<file path="config.mk">
export PLATFORM = sky130hd
export DESIGN_NAME = scba_front
export DESIGN_NICKNAME = d
export VERILOG_FILES = /design/src/hw/rtl/scba_pkg.sv /design/src/hw/rtl/scba_front.sv
export SDC_FILE = /design/constraint.sdc
export NUM_CORES = 1
export LEC_CHECK = 0
export ABC_AREA = 0
export BUFFER_PORTS_ARGS = -buffer_cell sky130_fd_sc_hd__buf_4
export CAP_MARGIN = 25
export CORE_MARGIN = 4
export CORE_UTILIZATION = 35
export DETAILED_ROUTE_END_ITERATION = 16
export MAX_ROUTING_LAYER = met4
export PLACE_DENSITY = 0.85
export SKIP_LAST_GASP = 1
export SLEW_MARGIN = 25
export SYNTH_ARGS = -nofsm -noshare
export SYNTH_HDL_FRONTEND = slang
export SYNTH_SLANG_ARGS = --single-unit
</file>
<file path="constraint.sdc">
create_clock -name vclk -period 2.8
set_input_delay 0.56 -clock vclk [all_inputs]
set_output_delay 0.56 -clock vclk [all_outputs]
set_load 0.005 [all_outputs]
</file>
<file path="src/hw/rtl/scba_pkg.sv">
// shared types and constants of the size class bitmap allocator
package scba_pkg;

    localparam int unsigned SIZE_W   = 14;
    localparam int unsigned CLASS_W  = 4;
    localparam int unsigned SLOT_W   = 9;
    localparam int unsigned OFFSET_W = 23;
    localparam int unsigned STATUS_W = 2;
    localparam int unsigned MAX_REQUEST_BYTES = 8192;
    localparam int unsigned QUEUE_DEPTH = 2;

    typedef enum logic {
        CMD_ALLOC = 1'b0,
        CMD_FREE  = 1'b1
    } t_cmd;

    typedef enum logic [STATUS_W-1:0] {
        ST_OK       = 2'd0,
        ST_NO_SLOT  = 2'd1,
        ST_BAD_SIZE = 2'd2,
        ST_BAD_FREE = 2'd3
    } t_status;

    typedef enum logic [1:0] {
        JOB_ALLOC,
        JOB_FREE,
        JOB_REJECT
    } t_kind;

    typedef struct packed {
        t_kind               kind;
        t_status             status;
        logic [CLASS_W-1:0]  cls;
        logic [SLOT_W-1:0]   slot;
    } t_job;

    typedef enum logic [1:0] {
        BK_IDLE,
        BK_READ,
        BK_EVAL,
        BK_DONE
    } t_bk_state;

endpackage

</file>
<file path="src/hw/rtl/scba_front.sv">
// request classification: size check, first fitting class, free range check
module scba_front import scba_pkg::*; #(
    parameter int unsigned NUM_CLASSES     = 13,
    parameter int unsigned SLOTS_PER_CLASS = 512,
    parameter int unsigned MIN_CHUNK_BYTES = 4
) (
    input  t_cmd               i_cmd,
    input  logic [SIZE_W-1:0]  i_request_size,
    input  logic [CLASS_W-1:0] i_free_class,
    input  logic [SLOT_W-1:0]  i_free_slot,
    output t_job               o_job
);

    logic                first_found;
    logic [CLASS_W-1:0]  first_class;

    // smallest class whose chunk holds the size
    always_comb begin
        first_found = 1'b0;
        first_class = '0;
        for (int c = NUM_CLASSES - 1; c >= 0; c--) begin
            if ((32'(MIN_CHUNK_BYTES) << c) >= 32'(i_request_size)) begin
                first_found = 1'b1;
                first_class = CLASS_W'(c);
            end
        end
    end

    always_comb begin
        o_job.kind   = JOB_REJECT;
        o_job.status = ST_OK;
        o_job.cls    = '0;
        o_job.slot   = '0;
        unique case (i_cmd)
            CMD_FREE: begin
                if (32'(i_free_class) >= 32'(NUM_CLASSES) ||
                    32'(i_free_slot) >= 32'(SLOTS_PER_CLASS)) begin
                    o_job.status = ST_BAD_FREE;
                end else begin
                    o_job.kind = JOB_FREE;
                    o_job.cls  = i_free_class;
                    o_job.slot = i_free_slot;
                end
            end
            default: begin
                if (i_request_size == '0 ||
                    32'(i_request_size) > 32'(MAX_REQUEST_BYTES)) begin
                    o_job.status = ST_BAD_SIZE;
                end else if (!first_found) begin
                    o_job.status = ST_NO_SLOT;
                end else begin
                    o_job.kind = JOB_ALLOC;
                    o_job.cls  = first_class;
                end
            end
        endcase
    end

endmodule

</file>
==> metrics.md <==
| Metric | Value |
|---|---|
| Status | complete, but fails checks |
| Failing checks | setup timing |
| Fraction of layout cells with a size suffix above 1 | between 50% and 60% |
| Psw | ~56 uW |
| Yosys warning count | 0 |
| Clkbuf count | 0 |
| Largest stage delay, worst path | ~0.52 ns |
| Syn Inst Count | 73 |
| Top cell type's share of synthesized area | approximately an eighth |
| Cells taking the most area after synthesis | and3_1, o21ai_0, a22o_1, nor3_1, nor4_1 |
| Worst Path Max Fanout | 4 |
| Post-route clock period utilization | 110% |
| Crit path DAT | roughly 2.5 ns |
| Hold-fix buffers, CTS | 0 |
| Power Density | roughly 140 mW/mm^2 |
| Logic pwr share | 100.0% |
| Slowest cell on crit path | or4_4 |
| WL per Instance | between 10 and 15 um |
| Boundary Pins | 45 |
| Die Y | roughly 45 um |
| Maximum vdd ir drop | about 0.09 mV |
| Placed Cells | between 100 and 150 |
| Cell Int Power | about 84 uW |
| FMAX | between 0.3 and 0.4 GHz |
| Remaining DRCs | 0 |
| Final Max Tran Viols | 0 |
| Yosys top cell by area | and3_1 |
| Synth-to-Final Area Change | 113% |
| Final wirelength | 2200 um |
| Final hold violations | 0 |
| Cell Rows | 13 |
| Final setup fails | 6 |
| TritonRoute pass-1 iters | 4 |
| Worst hold path type | in -> out |
| Die ar. | 0.00203 sq mm |
| Final setup margin | -0.266 ns |
| CP Launch Type | primary input |
| Pin count of the biggest net entering global routing | 13 |
| I/O Buffers | between 40 and 50 |
| Sequential cell count | 0 |
| Max-cap violations | 0 |
| Post-Syn Area per Cell | about 6.6 sq um |
| Count of different cell masters after synthesis | 34 |
| Antenna-violating nets left | 0 |
| Vias per cell | slightly below 6 |
| Critical Path RT | between 2 and 2.5 ns |
| Register Area | 0 sq um |
| Routed via count | approximately 870 |
| Power share of the clock group | 0% |
| Rel. slew slack | between 60% and 70% |
| Sequential area share after synthesis | 0% |
| Syn Nets | ~100 |
| Initial antenna violation count | 0 |
| Synth Cell Area | ~480 sq um |
| Power share of the sequential group | 0% |
| Total track usage | a little over a fifth |
| Hold slack | approximately 1.4 ns |
| Count leader, synth | and3_1 |
| Fill count | 95 |
| GRT overflow | 0 |
| Starting Density | 36.8% |
| Dpl ws | -0.297 ns |
| Post-layout nets | approximately 160 |
| Leak pwr | 0.499 nW |
| Global-route wire length before repair | around 3400 um |
| Die W | ~45 um |
| RSZ-0062 raised after global routing | yes |
| Core ar. | 0.00130 sq mm |
| Fin cells | 149 |
| Placer Congestion | around 0.76 |
| Worst-Margin Slew | between 0.4 and 0.5 ns |
| Sw frac | about 40% |
| Cell Chain, Critical Path | buf_6 -> or4_4 -> or3_4 -> o21ai_2 -> nor3b_4 -> a21boi_4 -> a32o_1 -> buf_4 |
| Antenna cells | 0 |
| DP Wirelength | between 1500 and 2000 um |
| Critical path endpoint category | primary output |
| Kind of critical path | in -> out |
| Initial DRC count | 19 |
| Final worst path period need | just over 3 ns |
| Most common library cells after synthesis | and3_1, o21ai_0, nor2_1, nor3_1, nor4_1 |
| Vias in the first global route | ~880 |
==> repair_timing <==
| item | in CTS | in global routing |
|---|---|---|
| endpoints found under the setup margin | 6 | 6 |
| gates cloned | 0 | 0 |
| gates resized for setup | 10 | 3 |
| pin swaps | 3 | 2 |
| buffers inserted | 2 | 2 |
| endpoints found under the hold margin | 0 | 0 |
==> layout make-up <==
| cell class | count | area, sq um | share of cell area [%] |
|---|---|---|---|
| Tap cell | 15 | 18.8 | 1.84 |
| Inverter | 3 | 11.3 | 1.10 |
| Multi-Input combinational cell | 66 | 479 | 47.0 |
| Timing Repair Buffer | 65 | 510 | 50.1 |
==> through the flow <==
stage,total power [mW],TNS [ns],instance area [sq um],util (%)
after global routing,0.151,-1.42,1020,78.4
final,0.140,-1.09,1020,78.4
after floorplan,0.0414,0,479,-
after detailed placement,0.127,-1.27,945,72.6
after CTS,0.135,-1.01,997,76.6
after global placement,0.124,-0.744,945,72.6
==> path summary, 6_finish.rpt <==
path,from,end,slack [ns],depth (start not counted)
setup / recovery,i_request_size[6],o_job[10],-0.27,8
hold / removal,i_free_class[1],o_job[10],1.42,3
==> cell usage in the layout, fill, tap and decap left out, drive strengths merged <==
cell	n
o2111ai	1
a22o	3
mux2	1
and2	1
nand3	2
o31ai	2
a21oi	1
buf	65
and3	9
o211ai	1
mux2i	2
inv	3
a32o	1
nor3b	1
a22oi	1
o221ai	1
or4	2
or3b	1
o21ai	7
nor2b	2
a21boi	2
nand4b	1
nor2	5
nand2	3
a31oi	2
or3	2
a211oi	2
nor3	5
nor4	4
o41ai	1
==> worst max-delay path, delay by kind of cell <==
family          cells  cell delay (ns)
compound gates      3             0.56
buf+inv             2             0.20
simple gates        3             1.18
==> routing by layer <==
layer | part of all wire, % | wire [um] | track usage [%]
met5 | 0 | 0 | -
met4 | 0.77 | 17 | 3.51
met2 | 54 | 1180 | 41.5
met3 | 6.6 | 145 | 1.20
met1 | 39 | 853 | 25.2
==> cells by family (layout without fill, tap and decap cells) <==
logic type | after synthesis | count (layout) | share of synthesized area, %
AOI/OAI and AO/OA | 25 | 25 | 38.1
muxes | 3 | 3 | 6.53
buffers and inverters | 7 | 68 | 6.27
and+or+nand+nor | 38 | 38 | 49.1
==> power groups by stage <==
stage	Combinational, mW	Sequential, mW	Clock [mW]
floorplan	0.0414	0	0
global placement	0.124	0	0
detailed placement	0.127	0	0
CTS	0.135	0	0
global route	0.151	0	0
finish	0.140	0	0
No activity file was read; power rests on OpenSTA's default activity.
