<file path="config.mk">
export PLATFORM = sky130hd
export DESIGN_NAME = scba_queue
export DESIGN_NICKNAME = d
export VERILOG_FILES = /design/src/hw/rtl/scba_pkg.sv /design/src/hw/rtl/scba_queue.sv
export SDC_FILE = /design/constraint.sdc
export NUM_CORES = 1
export LEC_CHECK = 0
export ABC_AREA = 0
export BUFFER_PORTS_ARGS = -buffer_cell sky130_fd_sc_hd__buf_4
export CAP_MARGIN = 20
export CELL_PAD_IN_SITES_DETAIL_PLACEMENT = 1
export CELL_PAD_IN_SITES_GLOBAL_PLACEMENT = 2
export CORE_MARGIN = 1
export CORE_UTILIZATION = 32
export CTS_CLUSTER_SIZE = 20
export DETAILED_ROUTE_END_ITERATION = 8
export PLACE_DENSITY_LB_ADDON = 0.25
export RECOVER_POWER = 25
export SLEW_MARGIN = 5
export SYNTH_ARGS = -nofsm -noshare
export SYNTH_HDL_FRONTEND = slang
export SYNTH_SLANG_ARGS = --single-unit
</file>
<file path="constraint.sdc">
create_clock -name i_clk -period 1.4 [get_ports i_clk]
set_input_delay 0.28 -clock i_clk [delete_from_list [all_inputs] [get_ports i_clk]]
set_output_delay 0.28 -clock i_clk [all_outputs]
set_load 0.01 [all_outputs]
</file>
<file path="src/hw/rtl/scba_pkg.sv">
// shared types and constants of the size class bitmap allocator
package scba_pkg;

    localparam int unsigned SIZE_W   = 14;
    localparam int unsigned CLASS_W  = 4;
    localparam int unsigned SLOT_W   = 9;
    localparam int unsigned OFFSET_W = 23;
    localparam int unsigned STATUS_W = 2;
    localparam int unsigned MAX_REQUEST_BYTES = 8192;
    localparam int unsigned QUEUE_DEPTH = 2;

    typedef enum logic {
        CMD_ALLOC = 1'b0,
        CMD_FREE  = 1'b1
    } t_cmd;

    typedef enum logic [STATUS_W-1:0] {
        ST_OK       = 2'd0,
        ST_NO_SLOT  = 2'd1,
        ST_BAD_SIZE = 2'd2,
        ST_BAD_FREE = 2'd3
    } t_status;

    typedef enum logic [1:0] {
        JOB_ALLOC,
        JOB_FREE,
        JOB_REJECT
    } t_kind;

    typedef struct packed {
        t_kind               kind;
        t_status             status;
        logic [CLASS_W-1:0]  cls;
        logic [SLOT_W-1:0]   slot;
    } t_job;

    typedef enum logic [1:0] {
        BK_IDLE,
        BK_READ,
        BK_EVAL,
        BK_DONE
    } t_bk_state;

endpackage

</file>
<file path="src/hw/rtl/scba_queue.sv">
// short job queue between the classifier and the bitmap engine
module scba_queue import scba_pkg::*; (
    input  logic i_clk,
    input  logic i_rst_n,
    input  logic i_push,
    input  t_job i_job,
    output logic o_full,
    input  logic i_pop,
    output logic o_valid,
    output t_job o_job
);

    localparam int unsigned PTR_W = $clog2(QUEUE_DEPTH);

    t_job                r_entry [QUEUE_DEPTH];
    logic [PTR_W-1:0]    r_wp, n_wp;
    logic [PTR_W-1:0]    r_rp, n_rp;
    logic [PTR_W:0]      r_cnt, n_cnt;

    assign o_full  = (r_cnt == (PTR_W+1)'(QUEUE_DEPTH));
    assign o_valid = (r_cnt != '0);
    assign o_job   = r_entry[r_rp];

    always_comb begin
        n_wp  = r_wp;
        n_rp  = r_rp;
        n_cnt = r_cnt;
        if (i_push) begin
            n_wp = r_wp + 1'b1;
        end
        if (i_pop) begin
            n_rp = r_rp + 1'b1;
        end
        if (i_push && !i_pop) begin
            n_cnt = r_cnt + 1'b1;
        end else if (!i_push && i_pop) begin
            n_cnt = r_cnt - 1'b1;
        end
    end

    always_ff @(posedge i_clk) begin
        if (!i_rst_n) begin
            r_wp  <= '0;
            r_rp  <= '0;
            r_cnt <= '0;
        end else begin
            r_wp  <= n_wp;
            r_rp  <= n_rp;
            r_cnt <= n_cnt;
        end
    end

    always_ff @(posedge i_clk) begin
        if (i_push) begin
            r_entry[r_wp] <= i_job;
        end
    end

endmodule

</file>
==> metrics, run 1 <==
die width a little under 70 microns; total power density per cell area approximately 1300 mW/mm^2; # DRC 0; Clock power frac about 33%; Max-cap violations 0; CTS H-tree depth 2; r2r startpoint r_cnt[0]$_SDFFE_PN0P_; part of the cycle the worst path needs 108%; Synth Cell Area between 0.001 and 0.0015 sq mm; Cell Rows 24; Gate power share ~16%; Sequential Area around 0.0011 sq mm; Root Buffer clkbuf_8; worst endpoint data arrival time 1.24 ns; final-layout fill cell count 418; CTS tree done; reg2reg end r_cnt[1]$_SDFFE_PN0P_; clock insertion delay at the later pin of the skew report 0.29 ns; Port Buffer Count 39; final worst slack -0.119 ns; CP Launch Type register; post-synthesis sequential area ratio 77.5%; WS Path Type register to output port; via count a little over 800; LEAKAGE roughly 0.00085 uW; post-synth top area share a little over two thirds; die footprint 0.00479 sq mm; Total Routing Usage GR roughly an eighth; Sw Share between 20% and 30%; multi-input combinational cell area around 380 sq um; status finished, violations left; Hold Startpoint i_job[9]; nature of the critical path endpoint output port; Die Span Y roughly 70 microns; worst-case clock skew ~0.0052 ns; antenna viol nets, final 0; Post-Syn Nets between 90 and 100; VDD IR max approximately 600 uV; Slew Limit Fails 0; Yosys warning count 0; P_int roughly 2100 uW; Hold Path End r_entry[1][9]$_DFFE_PP_; FF-to-FF path depth 3; Clock Tree Buf Depth 2; TritonRoute pass-1 iters 3; vias in the first global route a little under 900; Flop pwr share between 50% and 60%; first-pass GRT wire length roughly 4500 microns; R2R setup slack 0.37 ns; crit path max fanout 5; Slew @ Worst Pin roughly 0.14 ns; commonest cells after routing, fill and taps aside edfxtp_1, buf_6, mux2_4; area leader, netlist edfxtp_1; main area contributors after synthesis edfxtp_1, mux2_2, dfxtp_1, and2_1, xor2_1; fin area between 0.002 and 0.0025 sq mm; Post-Syn Area per Cell ~19 sq um; final wirelength 2580 microns; CTS buffer count 5; final core occ approximately 48%; setup bufs post-CTS 0; fin nets approximately 150; drt first-iter violations 31; initial antenna violation count 0; minimum clock period 1.52 ns; final hold violations 0; hold_buf cts 0; core area ~0.0044 sq mm; largest net degree at the start of global routing 13; hold slack final about 0.17 ns; layout cells sized above 1 around 57%; relative slew slack around 90%; clock slew at reported path FFs roughly 0.070 ns; FMAX about 660 MHz; area of placed instances between 0.0015 and 0.002 sq mm; GRT Residual Overflow 0; hold path cells 1; worst path required time about 1.1 ns; clock sinks 39; vias per inst between 4 and 5; detailed-placement wirelength estimate about 1800 microns; GP Congestion around 0.68; failing checks setup timing; wire per inst 14.4 microns; synth unique cells 17; #FFs+latches synth 39; Initial Util approximately 33%; antenna cells 0; net switching power between 500 and 600 uW; I/O pins 40; area growth from synthesis to layout 45.3%; commonest non-fill, non-tap cell in the layout edfxtp_1; # setup viols final 17; worst hold path type input port to register; Post-Syn Instances between 70 and 80; RSZ-0062 raised after global routing true
## per-stage QoR
stage | cells | TNS [ns] | total power, uW | setup WS [ns]
2_1_floorplan | 75 | 0 | 1560 | 0.122
3_3_place_gp | 170 | 0 | 1730 | 0.131
3_5_place_dp | 170 | 0 | 1740 | 0.0956
4_1_cts | 179 | -2.25 | 2750 | -0.140
5_1_grt | 179 | -2.67 | 2810 | -0.167
6_report | 179 | -1.90 | 2700 | -0.119
## metal layers
layer	GRT usage, %	up-vias	part of all wire [%]
li1	-	380	-
met1	13.9	398	40
met2	20.4	29	51
met3	5.09	7	6.2
met4	6.12	0	2.1
met5	0	-	0
## flip-flops by register name, summed over array words and instances (netlist names), named ones only
signal,count
r_entry,34
r_wp,1
r_cnt,2
r_rp,1
## power by group through the flow
stage                     logic, uW  registers (uW)  clock network, uW
after floorplan                 177            1380                  0
after global placement          350            1380                  0
after detailed placement        359            1390                  0
after CTS                       450            1370                934
after global routing            470            1380                963
final                           439            1370                898
## cell families after synthesis
| family | count (synthesis) | synth area share, % |
|---|---|---|
| AO/OA/AOI/OAI | 3 | 1.38 |
| XOR/XNOR | 3 | 1.82 |
| adder cells (fa/ha/maj) | 1 | 0.865 |
| buffers and inverters | 3 | 1.12 |
| flip-flops | 39 | 77.5 |
| multiplexers | 17 | 13.2 |
| AND/OR/NAND/NOR | 9 | 4.07 |
## Yosys cell counts
library cell,number
a21boi_1,1
and2_1,4
and2b_2,1
buf_2,1
buf_4,1
dfxtp_1,5
edfxtp_1,34
ha_1,1
inv_1,1
mux2_2,17
nor2b_1,2
o21a_1,1
o21ai_0,1
or2_2,1
or3_1,1
xnor2_1,1
xor2_1,2
## repair_timing
item,4_1_cts,5_1_grt
resized for setup,42,0
setup endpoints to repair,17,17
cloned,1,0
## critical path: stages (launching register included)
cell and delay (ns):
dfxtp_4 0.38, buf_6 0.14, mux2_4 0.31, buf_6 0.12
## worst max-delay path by stage
stage / end / slack [ns] / cells after the start
3_3_place_gp: o_job[2] / 0.13 / 3
3_5_place_dp: r_cnt[1]$_SDFFE_PN0P_ / 0.1 / 4
4_1_cts: o_job[15] / -0.14 / 3
6_report: o_job[16] / -0.12 / 3
2_1_floorplan: o_job[10] / 0.12 / 3
5_1_grt: o_job[5] / -0.17 / 3
## layout make-up
| type | instances | share of cell area (%) |
|---|---|---|
| Clock buffer | 5 | 3.27 |
| Clock inverter | 3 | 1.85 |
| Inverter | 1 | 0.179 |
| Multi-Input combinational cell | 33 | 17.9 |
| Sequential cell | 39 | 53.5 |
| Tap cell | 52 | 3.10 |
| Timing Repair Buffer | 46 | 20.2 |
Power figures use the tool's default switching activity.
==> run 2, diff against run 1 <==
--- a/config.mk
+++ b/config.mk
@@ -5,7 +5,7 @@
 export SDC_FILE = /design/constraint.sdc
 export NUM_CORES = 1
 export LEC_CHECK = 0
-export ABC_AREA = 0
+export ABC_AREA = 1
 export BUFFER_PORTS_ARGS = -buffer_cell sky130_fd_sc_hd__buf_4
 export CAP_MARGIN = 20
 export CELL_PAD_IN_SITES_DETAIL_PLACEMENT = 1
==> run 2 against run 1 <==
The run ends with DRC, setup timing left. Area after synthesis up 4.3%. First-iteration DRC count down 6.5%. Worst hold slack better by 0.014 ns. Largest cell class unchanged.
==> metrics, run 2 <==
Top reg by flops r_entry (unchanged); Slew @ Worst Pin 0.200 ns (was 0.144 ns); hold slack final 0.184 ns (was 0.170 ns); clock slew at reported path FFs 0.07 ns (about the same); Hold Startpoint i_job[1] (was i_job[9]); final-layout fill cell count 448 (was 418); multi-input combinational cell area 355 sq um (was 375 sq um); reg2reg end r_entry[1][7]$_DFFE_PP_ (was r_cnt[1]$_SDFFE_PN0P_); Hold Path End r_entry[1][1]$_DFFE_PP_ (was r_entry[1][9]$_DFFE_PP_); synth unique cells 14 (was 17); antenna cells 0 (unchanged); Port Buffer Count 39 (unchanged); final worst slack -0.101 ns (was -0.119 ns); slowest stage delay, CP 0.37 ns (was 0.38 ns); antenna viol nets, final 0 (unchanged); relative slew slack 86.6% (was 90.3%); via count 868 (was 814); most common flop cell mapped by yosys edfxtp_1 (unchanged); status finished, violations left (unchanged); largest net degree at the start of global routing 12 (was 13); core area 0.00444 sq mm (was 0.00435 sq mm); WS Path Type register to output port (unchanged); Yosys warning count 0 (unchanged); commonest non-fill, non-tap cell in the layout edfxtp_1 (unchanged); detailed-placement wirelength estimate 2060 microns (was 1780 microns); Cell Rows 24 (unchanged); TritonRoute pass-1 iters 6 (was 3); Resize count post-CTS 28 (was 42); CP Launch Type register (unchanged); fin nets 161 (was 148); clock insertion delay at the later pin of the skew report 0.28 ns (was 0.29 ns); GP Congestion 0.639 (was 0.682); nature of the critical path endpoint output port (unchanged); GRT Residual Overflow 0 (unchanged); Synth Cell Area 0.00151 sq mm (was 0.00145 sq mm); Post-Syn Nets 110 (was 97); # DRC 4 (was 0); Total Routing Usage GR 12.6% (was 12.4%); wire per inst 14.4 microns (about the same); failing checks DRC, setup timing (was setup timing); Root Buffer clkbuf_8 (unchanged); final hold violations 0 (unchanged); Post-synth ARST share 0% (unchanged); Power Total 2450 uW (was 2700 uW); first-pass GRT wire length 4660 microns (was 4460 microns); clock sinks 39 (unchanged); drt first-iter violations 29 (was 31); hold_buf cts 0 (unchanged); worst endpoint data arrival time 1.22 ns (was 1.24 ns); setup bufs post-CTS 0 (unchanged); number of synthesized flops with an enable pin 34 (unchanged); final std cells w/o fill 192 (was 179); FF-to-FF path depth 3 (unchanged); initial antenna violation count 0 (unchanged); most instantiated cells after synthesis edfxtp_1, mux2_4, nand2_1 (was edfxtp_1, mux2_2, dfxtp_1); most used cell, CP buf_6 (unchanged); worst path required time 1.12 ns (about the same); VDD IR max 718 uV (was 600 uV); die width 70.7 microns (was 69.2 microns); worst hold path type input port to register (unchanged); R2R setup slack 0.26 ns (was 0.37 ns); #FFs+latches synth 39 (unchanged); # setup viols final 17 (unchanged); largest registers r_entry: 34 flops, r_cnt: 2 flops (unchanged); area leader, netlist edfxtp_1 (unchanged); vias per inst 4.52 (was 4.55); Die Span Y 70.7 microns (was 69.2 microns); post-synth top area share 67.7% (was 70.6%); Initial Util 34.0% (was 33.2%); minimum clock period 1.50 ns (was 1.52 ns); final wirelength 2770 microns (was 2580 microns); Max-cap violations 0 (unchanged); r2r startpoint r_wp$_SDFFE_PN0P_ (was r_cnt[0]$_SDFFE_PN0P_); crit path max fanout 6 (was 5); CTS buffer count 5 (unchanged); commonest cells after routing, fill and taps aside edfxtp_1, buf_6, mux2_4, buf_4, nand2_1 (was edfxtp_1, buf_6, mux2_4); layout cells sized above 1 50.0% (was 57.5%); total power density per cell area 1180 mW/mm^2 (was 1290 mW/mm^2); area growth from synthesis to layout 37.4% (was 45.3%); crit path cell chain buf_6, mux2_4, buf_6 (unchanged); most frequent cell after synthesis edfxtp_1 (unchanged); Crit-path slowest cell dfxtp_4 (unchanged); Post-Syn Area per Cell 17.1 sq um (was 19.3 sq um); hold path cells 1 (unchanged); RSZ-0062 raised after global routing true (unchanged); CTS tree done (unchanged); part of the cycle the worst path needs 107% (was 108%); CTS H-tree depth 2 (unchanged); Slew Limit Fails 0 (unchanged); worst-case clock skew 0.00400 ns (was 0.00516 ns); main area contributors after synthesis edfxtp_1, mux2_4, dfxtp_1, mux2_2, nand2_1 (was edfxtp_1, mux2_2, dfxtp_1, and2_1, xor2_1); Sequential Area 0.00112 sq mm (unchanged); max reg flops 34 (unchanged); Clock Tree Buf Depth 2 (unchanged); final core occ 46.6% (was 48.3%); FMAX 666 MHz (was 658 MHz); vias in the first global route 999 (was 883); Post-Syn Instances 88 (was 75); post-synthesis sequential area ratio 74.3% (was 77.5%); Cells after DPL 184 (was 170); I/O pins 40 (unchanged); die footprint 0.00499 sq mm (was 0.00479 sq mm); LEAKAGE 0.000870 uW (was 0.000850 uW)
==> run 2: changes by cell type in the layout (fill, tap and decap cells not counted), moves of 2 or more <==
cell,previous run,this run
and2_1,4,0
clkbuf_1,1,3
inv_1,1,8
nand2_1,0,9
nor2_1,0,7
xor2_1,2,0
==> run 2: how the worst max path moves through the flow <==
stage	start	to	depth (start not counted)
after CTS	register	o_job[8]	3
after detailed placement	register	o_job[8]	3
final	register	o_job[8]	3
after global routing	register	o_job[8]	3
after global placement	register	o_job[16]	3
after floorplan	r_wp$_SDFFE_PN0P_	r_entry[0][0]$_DFFE_PP_	1
==> run 2: power breakdown <==
part	internal, uW	total [uW]	switching [uW]
combinational	228	390	162
sequential	1340	1360	23.1
clock	349	706	357
==> run 2: layout make-up <==
type                            count  share of cell area [%]
Tap cell                           52                    3.14
Inverter                            8                    1.45
Multi-Input combinational cell     39                    17.1
Sequential cell                    39                    54.3
Clock buffer                        7                    3.68
Timing Repair Buffer               46                    20.1
Clock inverter                      1                   0.241
==> run 2: critical path: cells and delay by family, from the launching register on <==
kind,cells,cell delay (ns)
flip-flops,1,0.37
multiplexers,1,0.31
buffers and inverters,2,0.26
==> run 2: per-layer routing <==
metal / vias to the layer above / track usage (%) / wire length (microns)
li1: 414 / - / -
met1: 418 / 13.2 / 1080
met2: 31 / 23.9 / 1510
met3: 5 / 2.85 / 130
met4: 0 / 6.00 / 45
met5: - / 0 / 0
==> run 2: cells by family (layout without fill, tap and decap cells) <==
logic type | Yosys count | in the layout | synth area share (%)
multiplexers | 17 | 17 | 15.2
flip-flops | 39 | 39 | 74.3
adder cells (fa/ha/maj) | 1 | 1 | 0.829
buffers and inverters | 10 | 62 | 4.06
AO/OA/AOI/OAI | 2 | 2 | 0.663
AND/OR/NAND/NOR | 19 | 19 | 4.97
==> run 2: stage by stage <==
step	worst slack [ns]	TNS, ns	cell area (sq um)
3_3_place_gp	0.153	0	1890
2_1_floorplan	0.220	0	1510
3_5_place_dp	0.119	0	1890
4_1_cts	-0.131	-2.07	2070
5_1_grt	-0.156	-2.55	2070
6_report	-0.101	-1.63	2070
==> run 3, diff against run 2 <==
--- a/config.mk
+++ b/config.mk
@@ -16,6 +16,7 @@
 export DETAILED_ROUTE_END_ITERATION = 8
 export PLACE_DENSITY_LB_ADDON = 0.25
 export RECOVER_POWER = 25
+export REMOVE_ABC_BUFFERS = 1
 export SLEW_MARGIN = 5
 export SYNTH_ARGS = -nofsm -noshare
 export SYNTH_HDL_FRONTEND = slang
==> run 3 against run 2 <==
The run still ends with DRC, setup timing left. Via count rose by 1.3%. Count of clock-buffer cells in the layout rose by 1. Wire length increased by 3.1%. Clock skew up 0.0020 ns. Die area stayed put. Setup slack worse by 0.0018 ns. Sequential cell count is the same. Sequential power hardly changed. First-iteration DRC count grew 120%. Design area is 0.48% lower. Power decreased by 0.26%.
==> metrics, run 3 (synthesis gave the netlist of run 2 again) <==
failing checks DRC, setup timing (unchanged); vias in the first global route 947 (was 999); CTS H-tree depth 2 (unchanged); P_int 1920 uW (was 1910 uW); setup bufs post-CTS 0 (unchanged); worst path required time 1.12 ns (about the same); reg2reg end r_entry[0][8]$_DFFE_PP_ (was r_entry[1][7]$_DFFE_PP_); Slew Limit Fails 0 (unchanged); Hold Startpoint i_job[13] (was i_job[1]); clock slew at reported path FFs 0.07 ns (about the same); Total Routing Usage GR 12.0% (was 12.6%); part of the cycle the worst path needs 107% (about the same); GRT Residual Overflow 0 (unchanged); relative slew slack 83.4% (was 86.6%); antenna cells 0 (unchanged); WS Path Type register to output port (unchanged); commonest non-fill, non-tap cell in the layout edfxtp_1 (unchanged); Port Buffer Count 39 (unchanged); worst-case clock skew 0.00602 ns (was 0.00400 ns); Place WS 0.0945 ns (was 0.119 ns); LEAKAGE 0.000858 uW (was 0.000870 uW); Clock power frac 28.6% (was 28.8%); vias per inst 4.60 (was 4.52); worst hold path type input port to register (unchanged); Root Buffer clkbuf_8 (unchanged); crit path cell chain buf_12, mux2_4, buf_6 (was buf_6, mux2_4, buf_6); CTS buffer count 5 (unchanged); Cells after DPL 182 (was 184); Flop pwr share 55.5% (was 55.4%); final std cells w/o fill 191 (was 192); core area 0.00444 sq mm (unchanged); area growth from synthesis to layout 36.7% (was 37.4%); r2r startpoint r_wp$_SDFFE_PN0P_ (unchanged); hold path cells 1 (unchanged); drt first-iter violations 63 (was 29); TritonRoute pass-1 iters 6 (unchanged); Initial Util 34.0% (unchanged); CP top delay family flip-flops (unchanged); FF-to-FF path depth 2 (was 3); die width 70.7 microns (unchanged); # setup viols final 17 (unchanged); slowest stage delay, CP 0.38 ns (was 0.37 ns); clock insertion delay at the later pin of the skew report 0.28 ns (about the same); wire per inst 15.0 microns (was 14.4 microns); largest registers r_entry: 34 flops, r_cnt: 2 flops (unchanged); CTS tree done (unchanged); # DRC 6 (was 4); die footprint 0.00499 sq mm (unchanged); GP Congestion 0.777 (was 0.639); total power density per cell area 1190 mW/mm^2 (was 1180 mW/mm^2); Crit-path slowest cell dfxtp_4 (unchanged); RSZ-0062 raised after global routing true (unchanged); Cell Rows 24 (unchanged); hold_buf cts 0 (unchanged); Sum Neg Setup Slack -1.62 ns (was -1.63 ns); R2R setup slack 0.39 ns (was 0.26 ns); Top reg by flops r_entry (unchanged); CP Launch Type register (unchanged); initial antenna violation count 0 (unchanged); net switching power 532 uW (was 542 uW); Slew @ Worst Pin 0.249 ns (was 0.200 ns); FMAX 665 MHz (was 666 MHz); minimum clock period 1.50 ns (about the same); max reg flops 34 (unchanged); crit path max fanout 8 (was 6); antenna viol nets, final 0 (unchanged); final hold violations 0 (unchanged); fin nets 160 (was 161); detailed-placement wirelength estimate 2060 microns (about the same); clock sinks 39 (unchanged); final wirelength 2860 microns (was 2770 microns); largest net degree at the start of global routing 18 (was 12); via count 879 (was 868); worst endpoint data arrival time 1.22 ns (about the same); Hold Path End r_entry[1][13]$_DFFE_PP_ (was r_entry[1][1]$_DFFE_PP_); Die Span Y 70.7 microns (unchanged); Gate power share 15.9% (about the same); final-layout fill cell count 465 (was 448); final worst slack -0.103 ns (was -0.101 ns); Sw Share 21.7% (was 22.1%); status finished, violations left (unchanged); Clock Tree Buf Depth 2 (unchanged); final core occ 46.4% (was 46.6%); nature of the critical path endpoint output port (unchanged); layout cells sized above 1 46.8% (was 50.0%); I/O pins 40 (unchanged); VDD IR max 522 uV (was 718 uV); CP bufs+invs 2 (unchanged); first-pass GRT wire length 4390 microns (was 4660 microns); commonest cells after routing, fill and taps aside edfxtp_1, buf_6, mux2_4 (was edfxtp_1, buf_6, mux2_4, buf_4, nand2_1); Max-cap violations 0 (unchanged)
==> run 3: stage by stage <==
step	total power, uW	hold WS (ns)	instance area (sq um)
6_report	2450	0.190	2060
5_1_grt	2570	0.176	2060
4_1_cts	2500	0.169	2070
3_5_place_dp	1720	0.470	1870
3_3_place_gp	1710	0.465	1870
2_1_floorplan	1540	0.379	1480
==> run 3: how the worst max path moves through the flow <==
| stage | endpoint | depth (start not counted) |
|---|---|---|
| 6_report | o_job[1] | 3 |
| 3_3_place_gp | o_job[3] | 3 |
| 2_1_floorplan | o_job[0] | 1 |
| 5_1_grt | o_job[1] | 3 |
| 3_5_place_dp | o_job[3] | 3 |
| 4_1_cts | o_job[4] | 3 |
==> run 3: layer usage <==
layer / track usage (%) / routed length (microns)
met1: 13.0 / 1190
met2: 21.3 / 1490
met3: 4.13 / 139
met4: 5.33 / 33
met5: 0 / 0
==> run 3: timing repair <==
item	4_1_cts	5_1_grt
endpoints found under the setup margin	17	17
cloned	1	0
resized for setup	31	1
==> run 3: power groups by stage <==
stage | registers, uW | logic (uW) | clock network, uW
finish | 1360 | 389 | 700
detailed placement | 1380 | 339 | 0
global route | 1360 | 415 | 790
global placement | 1380 | 330 | 0
floorplan | 1390 | 153 | 0
CTS | 1360 | 397 | 740
==> run 3: area by class of cell <==
type                    instances  area (sq um)  share of cell area, %
flip-flops and latches         39          1120                   54.5
repair buffers                 45           410                   19.9
multi-input cells              39           353                   17.1
clock buffers                   8          80.1                   3.88
well taps                      52          65.1                   3.15
inverters                       8          30.0                   1.46
==> run 3: worst register-to-register path, cell delays in order, from the launching register on <==
cell     delay, ns
dfxtp_1       0.33
nor2_1        0.10
buf_4         0.27
